## config.mk

```make
export PLATFORM = sky130hd
export DESIGN_NAME = hce_ctrl
export DESIGN_NICKNAME = d
export VERILOG_FILES = /design/src/hdl/hce_pkg.sv /design/src/hdl/hce_ctrl.sv
export SDC_FILE = /design/constraint.sdc
export NUM_CORES = 1
export LEC_CHECK = 0
export BUFFER_PORTS_ARGS = -buffer_cell sky130_fd_sc_hd__buf_2
export CAP_MARGIN = 25
export CORE_AREA = 2 2 39 41
export DETAILED_ROUTE_END_ITERATION = 8
export DIE_AREA = 0 0 41 43
export GPL_TIMING_DRIVEN = 0
export HOLD_SLACK_MARGIN = 0.03
export SKIP_CTS_REPAIR_TIMING = 1
export SYNTH_ARGS = -nofsm -noshare
export SYNTH_HDL_FRONTEND = slang
export SYNTH_SLANG_ARGS = --single-unit
```

## constraint.sdc

```tcl
create_clock -name clk_i -period 2.2 [get_ports clk_i]
set_input_delay 0.22 -clock clk_i [delete_from_list [all_inputs] [get_ports clk_i]]
set_output_delay 0.22 -clock clk_i [all_outputs]
set_load 0.05 [all_outputs]
```

## src/hdl/hce_pkg.sv

```systemverilog
package hce_pkg;

  localparam int unsigned MAX_SYMBOLS_DEF = 64;
  localparam int unsigned SYM_W  = 8;
  localparam int unsigned WGT_W  = 16;
  localparam int unsigned NWGT_W = 22;
  localparam int unsigned CODE_W = 63;
  localparam int unsigned LEN_W  = 6;
  localparam int unsigned STAT_W = 2;
  localparam int unsigned NUM_SYM_CODES = 256;

  localparam logic REQ_LOAD   = 1'b0;
  localparam logic REQ_ENCODE = 1'b1;

  typedef enum logic [STAT_W-1:0] {
    ST_OK       = 2'd0,
    ST_UNKNOWN  = 2'd1,
    ST_NO_TABLE = 2'd2,
    ST_EMPTY    = 2'd3
  } status_e;

  // Commands from the controller to the datapath.
  typedef struct packed {
    logic load;
    logic enc_capture;
    logic out_enc;
    logic out_ok;
    logic build_init;
    logic scan_start;
    logic merge;
    logic walk_init;
    logic pop;
    logic popw;
    logic leaf_wr;
    logic push_r;
    logic push_l;
  } cmd_t;

  // Status from the datapath to the controller.
  typedef struct packed {
    logic out_busy;
    logic scan_done;
    logic tree_done;
    logic leaf_node;
    logic stack_empty;
  } sts_t;

endpackage

```

## src/hdl/hce_ctrl.sv

```systemverilog
module hce_ctrl import hce_pkg::*; (
  input  logic clk_i,
  input  logic rst_ni,
  input  logic in_valid_i,
  input  logic in_req_type_i,
  input  logic in_last_i,
  output logic in_ready_o,
  input  sts_t sts_i,
  output cmd_t cmd_o
);

  typedef enum logic [3:0] {
    S_IDLE, S_ENC, S_BINIT, S_BNEXT, S_SCAN, S_MERGE,
    S_WINIT, S_POP, S_POPW, S_LEAF, S_CHILD, S_PUSHL
  } state_e;

  state_e state_q;
  logic   accept;

  assign in_ready_o = (state_q == S_IDLE) && !sts_i.out_busy;
  assign accept     = in_valid_i && in_ready_o;

  always_comb begin
    cmd_o             = '0;
    cmd_o.load        = accept && (in_req_type_i == REQ_LOAD);
    cmd_o.enc_capture = accept && (in_req_type_i == REQ_ENCODE);
    cmd_o.out_enc     = state_q == S_ENC;
    cmd_o.build_init  = state_q == S_BINIT;
    cmd_o.scan_start  = (state_q == S_BNEXT) && !sts_i.tree_done;
    cmd_o.merge       = state_q == S_MERGE;
    cmd_o.walk_init   = state_q == S_WINIT;
    cmd_o.out_ok      = (state_q == S_POP) && sts_i.stack_empty;
    cmd_o.pop         = (state_q == S_POP) && !sts_i.stack_empty;
    cmd_o.popw        = state_q == S_POPW;
    cmd_o.leaf_wr     = state_q == S_LEAF;
    cmd_o.push_r      = state_q == S_CHILD;
    cmd_o.push_l      = state_q == S_PUSHL;
  end

  always_ff @(posedge clk_i or negedge rst_ni) begin
    if (!rst_ni) begin
      state_q <= S_IDLE;
    end else begin
      unique case (state_q)
        S_IDLE: begin
          if (accept) begin
            if (in_req_type_i == REQ_ENCODE) begin
              state_q <= S_ENC;
            end else if (in_last_i) begin
              state_q <= S_BINIT;
            end
          end
        end
        S_ENC:   state_q <= S_IDLE;
        S_BINIT: state_q <= S_BNEXT;
        S_BNEXT: state_q <= sts_i.tree_done ? S_WINIT : S_SCAN;
        S_SCAN:  if (sts_i.scan_done) state_q <= S_MERGE;
        S_MERGE: state_q <= S_BNEXT;
        S_WINIT: state_q <= S_POP;
        S_POP:   state_q <= sts_i.stack_empty ? S_IDLE : S_POPW;
        S_POPW:  state_q <= sts_i.leaf_node ? S_LEAF : S_CHILD;
        S_LEAF:  state_q <= S_POP;
        S_CHILD: state_q <= S_PUSHL;
        S_PUSHL: state_q <= S_POP;
        default: state_q <= S_IDLE;
      endcase
    end
  end

endmodule

```

==> flow_summary.ini, run 1 <==
[layout]
largest_register = state_q
antenna-diode-count = 0
layout_cell_share_with_drive_strength_beyond_1 = 0.402
number_of_non_filler_instances_in_the_completed_layout = 98
layout.nets = 94
area_growth_syn_to_layout_pct = 45.3
layout_top_registers = state_q x4
largest_register_ffs = 4

[floorplanning]
initial_core_util = 0.286
area_of_the_die_um2 = 1760
core.rowCount = 14
dieHeight_um = 43
io-pin-count = 24
fp.dieW_um = 41
core_um2 = 1380

[sta]
hold_viol_final = 0
timing.fmax_mhz = 526
setup_tns_ns = 0
worst_case_headroom_to_the_max_slew_limit = 0.827
skew_ns = 0.00296
period_minus_slack_ns = 1.90
number_of_setup_violations_in_the_final_report = 0
max_slew_violation_total_from_the_final_report = 0
rsz0062_at_grt = no
worst_pin_slew_ns = 0.258
final.period_utilization = 0.865

[run]
maxCapViolCount = 0

[clocking]
cts_buffers = 3
worstSkewPairLatency_ns = 0.23
clk_pin_slew_worst_paths_ns = 0.04
clk_path_buf_depth = 2
clock_tree_from_tritoncts = built
htreeDepth = 1
cts_sink_cnt = 4
cts.root.buffer_cell = sky130_fd_sc_hd__clkbuf_4

[setup_path]
cp_top_family = simple AND/OR/NAND/NOR gates
crit_top_cell = sky130_fd_sc_hd__buf_6
cp.buffers_inverters = 3
timing_worst_setup_path_type = reg -> out
critical-path-max-stage-delay_ns = 0.36
setup.worst_path.start_class = flip-flop
crit_fanout = 10
critical_path.slowest_cell = sky130_fd_sc_hd__dfrtp_1
critPathCaptureType = primary output
required_ns = 1.98
critical_path.cell_chain = buf_6 -> or2_1 -> buf_6 -> nor4_4 -> and3_1 -> buf_2
cp_data_arrival_time_ns = 1.68

[place]
dp_hpwl_um = 773
buffer_ports.inserted = 23
place_inst = 94
globalplace.congestion = 0.777

[logic_synthesis]
synthArstFlopShare = 1.00
synthesis.area_um2 = 395
ys.flop_type = sky130_fd_sc_hd__dfrtp_1
yosys_register_bits = 4
synth_enable_flop_cells = 0
synth_seq_area_share = 0.253
synthesis.yosys.warnings = 0
synth.distinct_cells = 22
synth.top_cells.by_area = sky130_fd_sc_hd__dfrtp_1 (25%), sky130_fd_sc_hd__nor2_1 (9.5%), sky130_fd_sc_hd__nor3_1 (6.3%)
synthesis.instances = 55
synth_top_cell_area_share = 0.253
synth_top_cell_by_area = sky130_fd_sc_hd__dfrtp_1
syn-mean-instance-area_um2 = 7.19
synth_fp_nets = 65

[pwr]
leakage_uw = 0.000289
power.ir.vdd_worst_mv = 0.615
power.density_cell_area_nw_per_um2 = 1110

[run_status]
status = complete, no violations

[routing]
detail_route.first_pass.iterations = 4
dr.first_iter.drc_count = 6
route.detailed.wl_per_inst_um = 9.97
vias_per_cell = 4.81
route.final.wire_length_um = 977
drcViolationCount = 0
antenna_left = 0
detailroute.via_count = 471

[global_route]
groute.usage.overall = 0.113
via_count_of_the_first_global_routing_pass = 347
global_route.overflow_total = 0
grt_start_max_net_pins = 11
wire_length_of_the_first_global_routing_pass_um = 1340
grt_antenna_before_repair = 0

[worst_hold_path]
hold_class = in -> async
==> worst register-to-register path, delay by kind of cell (launching register included) <==
family	cells	cell delay, ns
flip-flops	1	0.36
AO/OA/AOI/OAI	2	0.28
buffers and inverters	2	0.27
AND/OR/NAND/NOR	2	0.55
==> layout by cell type, fill, tap and decap left out, drive strengths merged, types with 2 or more instances in the layout <==
cell type,instances
nor2,10
a21oi,3
dfrtp,4
inv,3
nor3b,2
nor3,5
o211ai,3
nand2b,3
nand2,6
buf,27
clkbuf,3
o21ai,2
==> synthesized netlist by cell type (all sizes together), types with 2 or more instances <==
| cell type | number |
|---|---|
| buf | 4 |
| nor2 | 10 |
| dfrtp | 4 |
| o211ai | 3 |
| o21ai | 2 |
| a21oi | 3 |
| nor3 | 5 |
| nand2 | 6 |
| nor3b | 2 |
| inv | 3 |
| nand2b | 3 |
==> power breakdown <==
group / leakage [uW] / switching [uW] / internal [uW]
logic: 0.000222 / 282 / 144
registers: 0.0000532 / 27.5 / 95.7
clock network: 0.0000138 / 29.4 / 61.0
total: 0.000289 / 339 / 301
==> per-stage QoR <==
stage	total power (uW)	utilization	worst slack (ns)	area [um2]	hold slack, ns
after global placement	547	0.392	0.534	542	0.0247
after detailed placement	548	0.392	0.543	542	0.0281
final	640	0.415	0.298	574	0.312
after global routing	689	0.415	0.159	574	0.317
after floorplan	463	-	-0.0111	407	-0.0756
after CTS	645	0.408	0.285	564	-0.227
==> logic make-up (layout without fill, tap and decap cells) <==
kind of cell,Yosys count,after routing,synth area share
AOI/OAI and AO/OA,13,13,0.237
buffers and inverters,7,34,0.111
DFF,4,4,0.253
and+or+nand+nor,31,31,0.399
==> routing by layer <==
metal | routed length [um] | vias to the layer above | GRT usage | share of wire
met1 | 467 | 211 | 0.138 | 0.48
met5 | 0 | - | 0 | 0
met3 | 48 | 0 | 0.0157 | 0.049
met2 | 460 | 12 | 0.181 | 0.47
li1 | - | 248 | - | -
met4 | 0 | 0 | 0.0600 | 0
==> area by class of cell <==
cell class | instances | area (um2)
Buffer | 4 | 32.5
Fill cell | 153 | 810
Sequential cell | 4 | 100
Timing Repair Buffer | 24 | 125
Clock buffer | 3 | 22.5
Multi-Input combinational cell | 44 | 263
Inverter | 3 | 11.3
Tap cell | 16 | 20.0
==> worst paths after layout <==
check	start	endpoint	slack, ns	cells past startpoint
setup / recovery	state_q[3]	cmd_o[11]	0.30	6
hold / removal	rst_ni	state_q[2]	0.31	2
setup reg to reg	state_q[3]	state_q[1]	0.61	6
hold reg to reg	state_q[3]	state_q[2]	0.64	3
max in group asynchronous	rst_ni	state_q[1]	1.77	2
min in group clk_i	sts_i[0]	state_q[3]	0.33	3
No activity file was read; power rests on OpenSTA's default activity.
==> inputs of run 2 (changes only) <==
clock period = 1.9 ns   (was 2.2 ns; I/O delays follow)
==> run 2 against run 1 <==
Critical path type unchanged. Largest cell class unchanged. Setup slack worse by 0.22 ns. Non-clock buffer count is the same. Utilization up 2.6 points. Sequential cell count unchanged. Hold slack worse by 0.034 ns.
==> flow_summary.ini, run 2 (same netlist as run 1, synthesis figures left out) <==
[run_status]
status = complete, no violations

[sta]
skew_ns = 0.00433
timing.fmax_mhz = 547
max_slew_violation_total_from_the_final_report = 0
period_minus_slack_ns = 1.83
hold_slack_ns = 0.279
worst_pin_slew_ns = 0.257
hold_viol_final = 0
worst_case_headroom_to_the_max_slew_limit = 0.827
number_of_setup_violations_in_the_final_report = 0
final.period_utilization = 0.962

[setup_path]
setup.worst_path.start_class = flip-flop
timing_worst_setup_path_type = reg -> out
timing.reg2reg.worst_path_depth = 6
crit_fanout = 10
critPathCapture = cmd_o[12]
crit_start = state_q[3]
worst_r2r_startpoint = state_q[3]
required_ns = 1.71
rrSetupSlack_ns = 0.34
critPathCaptureType = primary output
cp_data_arrival_time_ns = 1.64
timing.rr.end = state_q[1]

[worst_hold_path]
hold_class = in -> async

[global_route]
grt_start_max_net_pins = 11
wire_length_of_the_first_global_routing_pass_um = 1410
global_route.overflow_total = 0
grt_antenna_before_repair = 0
groute.usage.overall = 0.121
via_count_of_the_first_global_routing_pass = 394

[pwr]
combinational_fraction_of_design_power = 0.673
internal_power_uw = 358
power.ir.vdd_worst_mv = 0.557
power.density_cell_area_nw_per_um2 = 1230
share_clk_of_total_power = 0.140
power.share.switching = 0.525
leakage_uw = 0.000291
p_seq_frac = 0.187
netSwitchingPower_uw = 396

[clocking]
htreeDepth = 1
worstSkewPairLatency_ns = 0.24
cts_sink_cnt = 4
cts.root.buffer_cell = sky130_fd_sc_hd__clkbuf_4
clk_pin_slew_worst_paths_ns = 0.04
clk_path_buf_depth = 2
cts_buffers = 3
clock_tree_from_tritoncts = built

[place]
buffer_ports.inserted = 23
globalplace.congestion = 0.741
dp_hpwl_um = 770
placed_area_um2 = 562

[layout]
layout_top_registers = state_q x4
finish.instance_area_um2 = 611
area_growth_syn_to_layout_pct = 54.4
largest_register_ffs = 4
layout_cell_share_with_drive_strength_beyond_1 = 0.439
largest_register = state_q
most_frequent_standard_cell_in_the_layout_excluding_fill_and_tap_cells = sky130_fd_sc_hd__buf_2
layout.nets = 94
antenna-diode-count = 0
mostFrequentLayoutCells = sky130_fd_sc_hd__buf_2 (23), sky130_fd_sc_hd__nor2_1 (9), sky130_fd_sc_hd__nand2_1 (6)

[floorplanning]
fp.dieW_um = 41
core.rowCount = 14
initial_core_util = 0.286
io-pin-count = 24
dieHeight_um = 43
core_um2 = 1380
area_of_the_die_um2 = 1760

[routing]
route.final.wire_length_um = 982
dr.first_iter.drc_count = 6
detail_route.first_pass.iterations = 2
antenna_left = 0
detailroute.via_count = 468
route.detailed.wl_per_inst_um = 10.0
vias_per_cell = 4.78
drcViolationCount = 0

[run]
maxCapViolCount = 0
-- run 2: cell counts in the layout (fill, tap and decap cells not counted) --
Identical to the previous run, type by type.
-- run 2: how the worst min path moves through the flow --
stage               slack, ns  cells after the start         end   start
finish                   0.28                      2  state_q[2]  rst_ni
global route             0.30                      2  state_q[1]  rst_ni
CTS                     -0.26                      1  state_q[0]  rst_ni
detailed placement     -0.006                      1  state_q[0]  rst_ni
global placement       -0.005                      1  state_q[2]  rst_ni
floorplan               -0.11                      0  state_q[0]  rst_ni
-- run 2: through the flow --
step                setup TNS [ns]   util  power, uW  worst slack [ns]  std cells
floorplan                   -0.598      -        545            -0.252         55
detailed placement               0  0.406        642             0.168         94
global placement                 0  0.406        644             0.163         94
finish                           0  0.441        754            0.0728         98
global route               -0.0109  0.441        814          -0.00978         98
CTS                         -0.165  0.422        751           -0.0851         97
-- run 2: worst max-delay path: stages, from the launching register on --
cell,delay [ns]
sky130_fd_sc_hd__dfrtp_1,0.36
sky130_fd_sc_hd__buf_6,0.13
sky130_fd_sc_hd__or2_1,0.21
sky130_fd_sc_hd__buf_6,0.14
sky130_fd_sc_hd__nor4_4,0.18
sky130_fd_sc_hd__nand2_1,0.13
sky130_fd_sc_hd__nor2_4,0.11
sky130_fd_sc_hd__buf_8,0.15
-- run 2: metal layers --
metal,vias to the layer above,GRT usage,routed length (um)
met5,-,0,0
met4,0,0.100,19
met3,2,0.0314,54
met2,12,0.194,492
met1,207,0.121,415
li1,247,-,-
-- run 2: layout make-up --
class                           count  area [um2]
Fill cell                         155         773
Clock buffer                        3        22.5
Sequential cell                     4         100
Multi-Input combinational cell     44         283
Tap cell                           16        20.0
Timing Repair Buffer               24         141
Inverter                            3        11.3
Buffer                              4        32.5
-- run 2: power by group through the flow --
stage	clock (uW)	sequential (uW)	combinational (uW)
after CTS	111	141	499
after global routing	118	145	550
after global placement	0	144	500
after detailed placement	0	142	499
final	106	141	508
after floorplan	0	135	410
